[src/hw/rtl/gbn_pkg.sv]
`timescale 1ns / 1ps
package gbn_pkg;
  localparam int unsigned SeqW = 32;
  localparam int unsigned CfgW = 5;
  localparam int unsigned OpW = 2;
  localparam int unsigned CmdW = 2;
  localparam logic [CfgW-1:0] ResetWindow = 5'd10;

  typedef enum logic [OpW-1:0] {
    OP_MSG = 2'd0,
    OP_ACK = 2'd1,
    OP_TIMEOUT = 2'd2,
    OP_NONE = 2'd3
  } op_t;

  typedef enum logic [CmdW-1:0] {
    TMR_NONE = 2'd0,
    TMR_START = 2'd1,
    TMR_STOP = 2'd2
  } timer_cmd_t;

  typedef enum logic [2:0] {
    ST_IDLE,
    ST_ACK,
    ST_SEND,
    ST_READ,
    ST_SUM,
    ST_OUT
  } state_t;

  typedef struct packed {
    logic [63:0] lo;
    logic [63:0] mid;
    logic [31:0] hi;
  } payload_t;

  typedef struct packed {
    op_t          op;
    logic [31:0]  pkt_seq;
    logic [31:0]  pkt_ack;
    logic signed [31:0] pkt_checksum;
    payload_t     payload;
  } in_item_t;

  typedef struct packed {
    logic         pkt_valid;
    logic [31:0]  out_seq;
    logic [31:0]  out_ack;
    logic signed [31:0] out_checksum;
    payload_t     payload;
    timer_cmd_t   timer_cmd;
    logic         overflow;
    logic         last;
  } out_item_t;

  // One payload byte taken as a signed value, sign-extended to 32 bits.
  function automatic logic [31:0] sbyte(input logic [7:0] b);
    sbyte = {{24{b[7]}}, b};
  endfunction
endpackage

[src/hw/rtl/gbn_sum.sv]
`timescale 1ns / 1ps
// Shared byte summing unit: adds one signed byte per cycle onto a running total.
module gbn_sum
  import gbn_pkg::*;
(
  input  logic        clk,
  input  logic        rst,
  input  logic        start,
  input  logic [31:0] init,
  input  payload_t    bytes_in,
  output logic        done,
  output logic [31:0] total
);
  logic [159:0] sh;
  logic [4:0]   cnt;
  logic         busy;

  // Shift the payload down one byte each step and accumulate.
  // Done rises for one cycle once the last byte is in the total.
  always_ff @(posedge clk) begin
    if (rst) begin
      busy <= 1'b0;
      done <= 1'b0;
    end else if (start) begin
      sh <= {bytes_in.hi, bytes_in.mid, bytes_in.lo};
      total <= init;
      cnt <= 5'd0;
      busy <= 1'b1;
      done <= 1'b0;
    end else begin
      done <= busy && (cnt == 5'd19);
      if (busy) begin
        total <= total + sbyte(sh[7:0]);
        sh <= {8'd0, sh[159:8]};
        cnt <= cnt + 5'd1;
        if (cnt == 5'd19) begin
          busy <= 1'b0;
        end
      end
    end
  end
endmodule

[config.mk]
export PLATFORM = sky130hd
export DESIGN_NAME = gbn_sum
export DESIGN_NICKNAME = d
export VERILOG_FILES = /design/src/hw/rtl/gbn_pkg.sv /design/src/hw/rtl/gbn_sum.sv
export SDC_FILE = /design/constraint.sdc
export NUM_CORES = 1
export LEC_CHECK = 0
export BUFFER_PORTS_ARGS = -buffer_cell sky130_fd_sc_hd__buf_2
export CAP_MARGIN = 0
export CORE_MARGIN = 8
export CORE_UTILIZATION = 50
export CTS_BUF_LIST = sky130_fd_sc_hd__clkbuf_4 sky130_fd_sc_hd__clkbuf_8 sky130_fd_sc_hd__clkbuf_16
export CTS_CLUSTER_SIZE = 8
export DETAILED_ROUTE_END_ITERATION = 8
export GPL_ROUTABILITY_DRIVEN = 0
export PLACE_DENSITY = 0.75
export RECOVER_POWER = 50
export SLEW_MARGIN = 20
export SYNTH_ARGS = -nofsm -noshare
export SYNTH_HDL_FRONTEND = slang
export SYNTH_SLANG_ARGS = --single-unit
[constraint.sdc]
create_clock -name clk -period 33.5 [get_ports clk]
set_input_delay 6.7 -clock clk [delete_from_list [all_inputs] [get_ports clk]]
set_output_delay 6.7 -clock clk [all_outputs]
set_load 0.01 [all_outputs]
* Word-level counts from Yosys, hierarchy flattened
Cells that the tools add are included.
** Operators by class
- Add/sub/neg operators :: 2
- $mul :: 0
- Div/mod/pow operators :: 0
- $lt $le $gt $ge :: 0
- Equality and inequality tests :: 1
- Shift-type cells :: 0
- Multiplexer cells :: 8
- Bitwise operators :: 1
- Reductions and logical operators :: 4
** Operators with widths (count)
- two-way mux 160 bit :: 2
- two-way mux 32 bit :: 2
- adder 32 bit :: 1
- adder 5 x 1 -> 5 bit, second input constant :: 1
- == test 5 bit, second input constant :: 1
- two-way mux 5 bit :: 1
- two-way mux 1 bit :: 3
- AND reduction 2 bit :: 1
- nonzero test 2 bit :: 1
- OR reduction 2 bit :: 1
- logical AND 1 bit :: 1
- inverter 1 bit :: 1
** Storage, ports and cells
- Register bits :: 199
- Latch bits :: 0
- Memory bits (writable) :: 0
- Bits in read-only memories :: 0
- Input bits :: 195
- Output and inout bits :: 33
- Word-level logic and storage cells :: 21
- Memories kept :: 0

* Logic depth before layout (Yosys ltp)
Gate-level depths: netlist of run 1.
- Word-level depth :: 4
- Gate-level depth with buffers :: 10
- Mapped depth without buffers :: 10

* Worst setup path after synthesis of run 1
Ideal clock, no wire load.
- Kind :: input -> register
- Start point :: in start
- End point :: reg busy
- Library setup time :: 114 ps
- Data arrival time :: 16161 ps
- Data required time :: 33386 ps
- Setup slack :: 17226 ps
- Stages :: 5
- Buffers on the path :: 2
- Cells stage by stage :: clkbuf_1 clkbuf_1 nor2_1 nor2_1 and2_1
** Between the ends
- Longest elaborated chain between the ends :: 1
** RTL lines
- from (decl) :: line gbn_sum.sv:8 : input logic start,
- two-way mux 1 bit :: line gbn_sum.sv:24 : end else if (start) begin
- to (signal assigned) :: line gbn_sum.sv:22 : busy <= 1'b0;
- to (signal assigned) :: line gbn_sum.sv:28 : busy <= 1'b1;
- to (signal assigned) :: line gbn_sum.sv:37 : busy <= 1'b0;
- to (decl) :: line gbn_sum.sv:16 : logic busy;
Every way passes these cells.
A chain may end at the register's enable or synchronous reset.

* Final worst setup path of run 1
- Start point :: in start
- End point :: reg sh[122], data pin
** Between the ends
- Longest elaborated chain between the ends :: 1
** RTL lines
- two-way mux 160 bit :: line gbn_sum.sv:24
- to (signal assigned) :: line gbn_sum.sv:25 : sh <= {bytes_in.hi, bytes_in.mid, bytes_in.lo};
- to (signal assigned) :: line gbn_sum.sv:34 : sh <= {8'd0, sh[159:8]};
- to (decl) :: line gbn_sum.sv:14 : logic [159:0] sh;
Every way passes these cells.

==> impl_metrics.tcl, run 1 <==
set metrics [dict create \
    total_power_uw 612 \
    grt_pass1_vias 6457 \
    route.vias.total 6285 \
    grt_pass1_wl_um 32500 \
    seq_area_um2 5960 \
    drt_iter0_markers 566 \
    vias_per_cell 5.33 \
    routed_wl_um 21300 \
    synth_top_area_cell "edfxtp_1" \
    endpoint_kind "flop" \
    ant_nets 0 \
    dieWidth_um 156 \
    tns_ns 0 \
    die_y_um 156 \
    syn_to_final_growth_pct 19.5 \
    num_rows 51 \
    setup_violations 0 \
    power.density_nw_per_um2 51.9 \
    synth.area.top_cells "edfxtp_1 (60%), mux2_2 (18%), ha_1 (4.1%)" \
    layout_min_cycle_time_ns 12.05 \
    post_cts_buffers 0 \
    status "complete, but fails checks" \
    cts_root_buf "clkbuf_16" \
    hold_violations 0 \
    cts_tree "yes" \
    cts_hold_buf 0 \
    postPlaceCellArea_um2 11300 \
    antenna_found_initial 3 \
    synthArstFlopShare 0 \
    reg2reg_from "sh[7]" \
    fin_util 0.608 \
    violations "max-capacitance violations, max-slew violations" \
    hpwl_um 15200 \
    maxSlewViolCount 258 \
    cp-startpoint "start" \
    worstPathMaxFanout 92 \
    synth-seq-cells 199 \
    crit_path_frequent_cell "clkbuf_1" \
    syn_nets 910 \
    post-route-period-util 0.360 \
    cts_buffers 17 \
    max_freq_mhz 83.0 \
    synth_warnings 0 \
    slew_headroom -1.90 \
    clock_skew_ns 0.0110 \
    cts_resized 0 \
    syn_area_per_cell_um2 14.5 \
    netlist_area_um2 9860 \
    yosysSeqAreaShare 0.604 \
    hp-class "flop to flop" \
    multi_input_area_um2 3760 \
    fin_area_um2 11800 \
    port_buffers 227 \
    cp-start-kind "input pin" \
    ir_drop_uv 34.6 \
    arrival_ns 12.22 \
    nNetsFinal 1128 \
    numClockSinks 199 \
    hold_start "busy" \
    start_util 0.508 \
    tightestPinTransition_ns 4.35 \
    rsz0062_at_grt "false" \
    wl_per_cell_um 18.1 \
    drc 0 \
    dr.pass1.iters 4 \
    critPathKind "input pin to flop" \
    grt_util_all_layers 0.170 \
    cap_violations 4 \
    ctsHtreeMaxLevel 4 \
    worstPathRequired_ns 33.67 \
    core_area_um2 19400 \
    crit_chain "clkbuf_1 -> clkbuf_1 -> mux2_2" \
    cts.clk_slew.worst_paths_ns 0.08 \
    dieArea_um2 24500 \
    worstSkewPairLatency_ns 0.43 \
    cp_slowest_stage_delay_ns 3.17 \
    grt_max_degree 182 \
    synth_edf_count 197 \
    yosys.area.top_type_share 0.600 \
    leakagePower_uw 0.00448 \
    pin_count 228 \
    drive_gt1_frac 0.429 \
    synthDistinctLibCells 57 \
    grt.overflow.total 0 \
    clock_path_buffers 2 \
    fillers 1578 \
    yosys_most_used_dff "edfxtp_1" \
    cp_slowest_cell "clkbuf_1" \
    netlist_instances 682 \
]
-- per-stage QoR --
stage | worst slack, ns | hold WS (ns) | std cells
3_5_place_dp | 24.60 | 0.472 | 1146
2_1_floorplan | 17.23 | 0.454 | 682
4_1_cts | 25.06 | 0.482 | 1178
6_report | 21.45 | 0.473 | 1179
3_3_place_gp | 24.62 | 0.474 | 1146
5_1_grt | 20.72 | 0.502 | 1179
-- area by class of cell --
type                    count  area share
multi-input cells         446       0.319
clock inverters            14      0.0137
flip-flops and latches    199       0.505
clock buffers              18      0.0367
inverters                   6     0.00191
well taps                 265      0.0281
repair buffers            230      0.0951
diodes                      1    0.000212
-- registers in the layout, indices dropped and copies added, names as in the netlist --
name	cells
busy	1
cnt	5
done	1
sh	160
total	32
-- metal layers --
layer,global-route usage,wire length (um)
met1,0.209,9060
met2,0.270,9980
met3,0.0615,1880
met5,0,20
met4,0.0600,346
-- cell families (layout without fill, tap and decap cells) --
family | Yosys count | count (layout) | synth area share
adder cells (fa/ha/maj) | 33 | 33 | 0.0426
AND/OR/NAND/NOR | 100 | 100 | 0.0489
multiplexers | 155 | 155 | 0.177
XOR/XNOR | 28 | 28 | 0.0249
flip-flops | 199 | 199 | 0.604
other | 0 | 1 | 0
AO/OA/AOI/OAI | 130 | 130 | 0.0877
buffers and inverters | 37 | 268 | 0.0147
-- power by group --
part / leakage [uW] / internal (uW) / switching [uW]
Sequential: 0.00190 / 298 / 7.30
Clock: 0.000294 / 107 / 97.8
Combinational: 0.00229 / 49.0 / 52.6
Total: 0.00448 / 454 / 158
-- cells in the final DEF (no fill, tap or decap), drive strengths merged, types with 2 or more instances in the layout --
master / instances
nand2: 44
o311ai: 2
a211o: 3
xor2: 16
o21bai: 5
nor3: 8
clkbuf: 54
and2: 11
edfxtp: 197
o22ai: 2
nor2b: 4
ha: 32
o31ai: 5
a21o: 12
a31oi: 5
a21oi: 33
nand4: 5
a211oi: 5
nor3b: 2
mux2: 155
o2111ai: 3
nor2: 10
o211ai: 2
dfxtp: 2
clkinv: 6
o21a: 3
buf: 194
a31o: 4
nand3: 8
or3: 3
inv: 12
o21ai: 39
xnor2: 12
-- synthesized netlist by cell type (all sizes together), types with 2 or more instances --
master,instances
edfxtp,197
mux2,155
nand2,44
o21ai,39
a21oi,33
ha,32
clkbuf,23
xor2,16
a21o,12
xnor2,12
and2,11
nor2,10
buf,8
nand3,8
nor3,8
inv,6
a211oi,5
a31oi,5
nand4,5
o21bai,5
o31ai,5
a31o,4
nor2b,4
a211o,3
o2111ai,3
o21a,3
or3,3
dfxtp,2
nor3b,2
o211ai,2
o22ai,2
o311ai,2
-- final timing paths --
check / slack, ns / cells after the start / end
setup / recovery: 21.45 / 3 / sh[122]
hold / removal: 0.47 / 1 / done
setup reg to reg: 29.86 / 9 / total[29]
hold reg to reg: 0.47 / 1 / done
-- worst max-delay path, delay by kind of cell --
family | cells | cell delay (ns)
buf+inv | 2 | 4.92
mux | 1 | 0.53
Power figures use the tool's default switching activity.
==> run 2, diff against run 1 <==
Settings changed: ABC_AREA set to 1, PLACE_DENSITY 0.75 to 0.74.
Clock period 33.5 ns to 11.35 ns, I/O delays scaled along.
==> run 2 against run 1 <==
Compared with the run above:
- the flow still finishes with violations (max-capacitance violations, max-slew violations)
- synthesized cell count increased by 91%
- via count increased by 41%
- core utilization decreased by 0.46 points
- register-to-register slack got worse by 21 ns
- clock power increased to 3.1 times the previous value
- die area increased by 7.8%
- design area increased by 7.5%
- total power increased to 3.1 times the previous value
- worst setup slack got worse by 16 ns
- non-clock buffer count increased by 2
- critical path depth increased by 2
- sequential cell count unchanged
- largest cell class unchanged
- largest power group unchanged
==> impl_metrics.tcl, run 2 <==
set metrics [dict create \
    status "complete, but fails checks" \
    violations "max-capacitance violations, max-slew violations" \
    synth-seq-cells 199 \
    dr.pass1.iters 5 \
    fillers 1920 \
    grt_max_degree 132 \
    synthDistinctLibCells 31 \
    numClockSinks 199 \
    maxSlewViolCount 169 \
    netlist_area_um2 10700 \
    post_cts_buffers 0 \
    r2r_end "total[27]" \
    tns_ns 0 \
    fin_util 0.603 \
    die_y_um 162 \
    arrival_ns 6.54 \
    synthArstFlopShare 0 \
    fin_ws_ns 5.10 \
    cts_root_buf "clkbuf_16" \
    setup_violations 0 \
    crit_chain "buf_6 -> inv_4 -> clkbuf_1 -> nand2_1 -> nand2_1" \
    hold_violations 0 \
    synth.area.top_cells "edfxtp_1 (55%), nand2_1 (26%), inv_1 (4.0%)" \
    endpoint_kind "flop" \
    dieWidth_um 162 \
    num_rows 53 \
    grt.overflow.total 0 \
    clock_skew_ns 0.0153 \
    yosysSeqAreaShare 0.556 \
    ff2ff_setup_slack_ns 8.59 \
    clock_path_buffers 2 \
    top_regs "sh: 160 flops, total: 32 flops, cnt: 5 flops" \
    routed_wl_um 26400 \
    tightestPinTransition_ns 3.55 \
    syn_area_per_cell_um2 8.21 \
    regMostFlops "sh" \
    dieArea_um2 26400 \
    start_util 0.510 \
    post-route-period-util 0.551 \
    synth_warnings 0 \
    path_buf_inv 3 \
    drt_iter0_markers 699 \
    post-synth-top-count-cell "nand2_1" \
    dpl_worst_slack_ns 5.68 \
    power.density_nw_per_um2 148 \
    nNetsFinal 1743 \
    grt_pass1_wl_um 41400 \
    rsz0062_at_grt "false" \
    total_power_uw 1870 \
    hp-class "flop to flop" \
    drc 0 \
    synth_top_area_cell "edfxtp_1" \
    grt_util_all_layers 0.197 \
    cp_slowest_stage_delay_ns 2.54 \
    cp-startpoint "start" \
    syn_nets 1534 \
    largest_reg_flops 160 \
    netlist_instances 1306 \
    wl_met3_um 2110 \
    most-common-layout-cells "nand2_1 (734), edfxtp_1 (197), buf_2 (193)" \
    synth_top_cells_by_count "nand2_1 (734), edfxtp_1 (197), inv_1 (114)" \
    ant_nets 0 \
    whs_ns 0.505 \
    layout.cells.most_common "nand2_1" \
    cts_buffers 17 \
    critPathKind "input pin to flop" \
    wl_met2_um 12400 \
    vias_per_cell 4.90 \
    worstSkewPairLatency_ns 0.44 \
    hpwl_um 19100 \
    ir_drop_uv 101 \
    yosys.area.top_type_share 0.552 \
    crit_path_frequent_cell "nand2_1" \
    yosys_most_used_dff "edfxtp_1" \
    cap_violations 2 \
    antenna_found_initial 6 \
    cts_hold_buf 0 \
    layout_min_cycle_time_ns 6.25 \
    port_buffers 227 \
    cp_slowest_cell "clkbuf_1" \
    worstPathMaxFanout 131 \
    cts.clk_slew.worst_paths_ns 0.09 \
    grt_pass1_vias 8651 \
    critPathTopFamily "buffers and inverters" \
    ctsHtreeMaxLevel 4 \
    leakagePower_uw 0.00634 \
    reg2reg_from "sh[7]" \
    worstPathRequired_ns 11.64 \
    syn_to_final_growth_pct 18.3 \
    cp-start-kind "input pin" \
    path_depth 5 \
    wl_met1_um 11200 \
    pin_count 228 \
    max_freq_mhz 160 \
    r2r_cells 10 \
    cts_resized 0 \
    route.vias.total 8836 \
    wl_per_cell_um 14.7 \
    crit_end "sh[89]" \
    slew_headroom -1.36 \
    top_layer_used "met5" \
    core_area_um2 21000 \
    cts_tree "yes" \
    synth_edf_count 197 \
    drive_gt1_frac 0.173 \
]
-- run 2: cell count changes in the layout (fill, tap and decap cells not counted), sizes merged, moves of 11 or more --
cell	before	now
nand3	8	50
inv	12	130
o21ai	39	12
a21o	12	1
nand2	44	747
nor2	10	42
mux2	155	0
xor2	16	2
-- run 2: tightest hold or removal path: cells and delay by family (launching register included) --
family / cells / cell delay, ns
flip-flops: 1 / 0.32
AND/OR/NAND/NOR: 2 / 0.09
-- run 2: per-stage QoR --
step | std cells | cell area [um2]
after floorplan | 1306 | 10700
after global placement | 1771 | 12100
after detailed placement | 1771 | 12100
after CTS | 1803 | 12700
after global routing | 1804 | 12700
final | 1804 | 12700
-- run 2: cell type report --
cell class / instances / area, um2 / share of cell area
clock buffers: 18 / 433 / 0.0342
diodes: 1 / 2.50 / 0.000197
repair buffers: 232 / 1130 / 0.0892
well taps: 275 / 344 / 0.0271
flip-flops and latches: 199 / 5960 / 0.470
multi-input cells: 944 / 4150 / 0.328
inverters: 121 / 457 / 0.0360
clock inverters: 14 / 196 / 0.0155
-- run 2: worst min path at each step --
stage	start	to	depth (start not counted)
after floorplan	busy	done	2
after global placement	sh[92]	sh[84]	2
after detailed placement	sh[65]	sh[57]	2
after CTS	sh[74]	sh[66]	2
after global routing	sh[60]	sh[52]	2
final	sh[74]	sh[66]	2
-- run 2: cell families (layout without fill, tap and decap cells) --
kind of cell               count (synthesis)  in the layout  share of synthesized area
and+or+nand+nor                          857            857                      0.317
DFF                                      199            199                      0.556
buffers and inverters                    163            385                     0.0577
AOI/OAI and AO/OA                         43             43                     0.0216
adders and majority gates                 33             33                     0.0392
xor gates and xnor gates                  11             11                    0.00899
other                                      0              1                          0
-- run 2: power breakdown --
group          leakage, uW  switching [uW]  internal (uW)  total [uW]
Clock             0.000307             313            326         639
Sequential         0.00191            21.8            877         899
Combinational      0.00412             213            122         335
-- run 2: metal layers --
metal	track usage	vias up
li1	-	4553
met4	0.0766	10
met3	0.0571	52
met5	0	-
met2	0.317	289
met1	0.246	3932
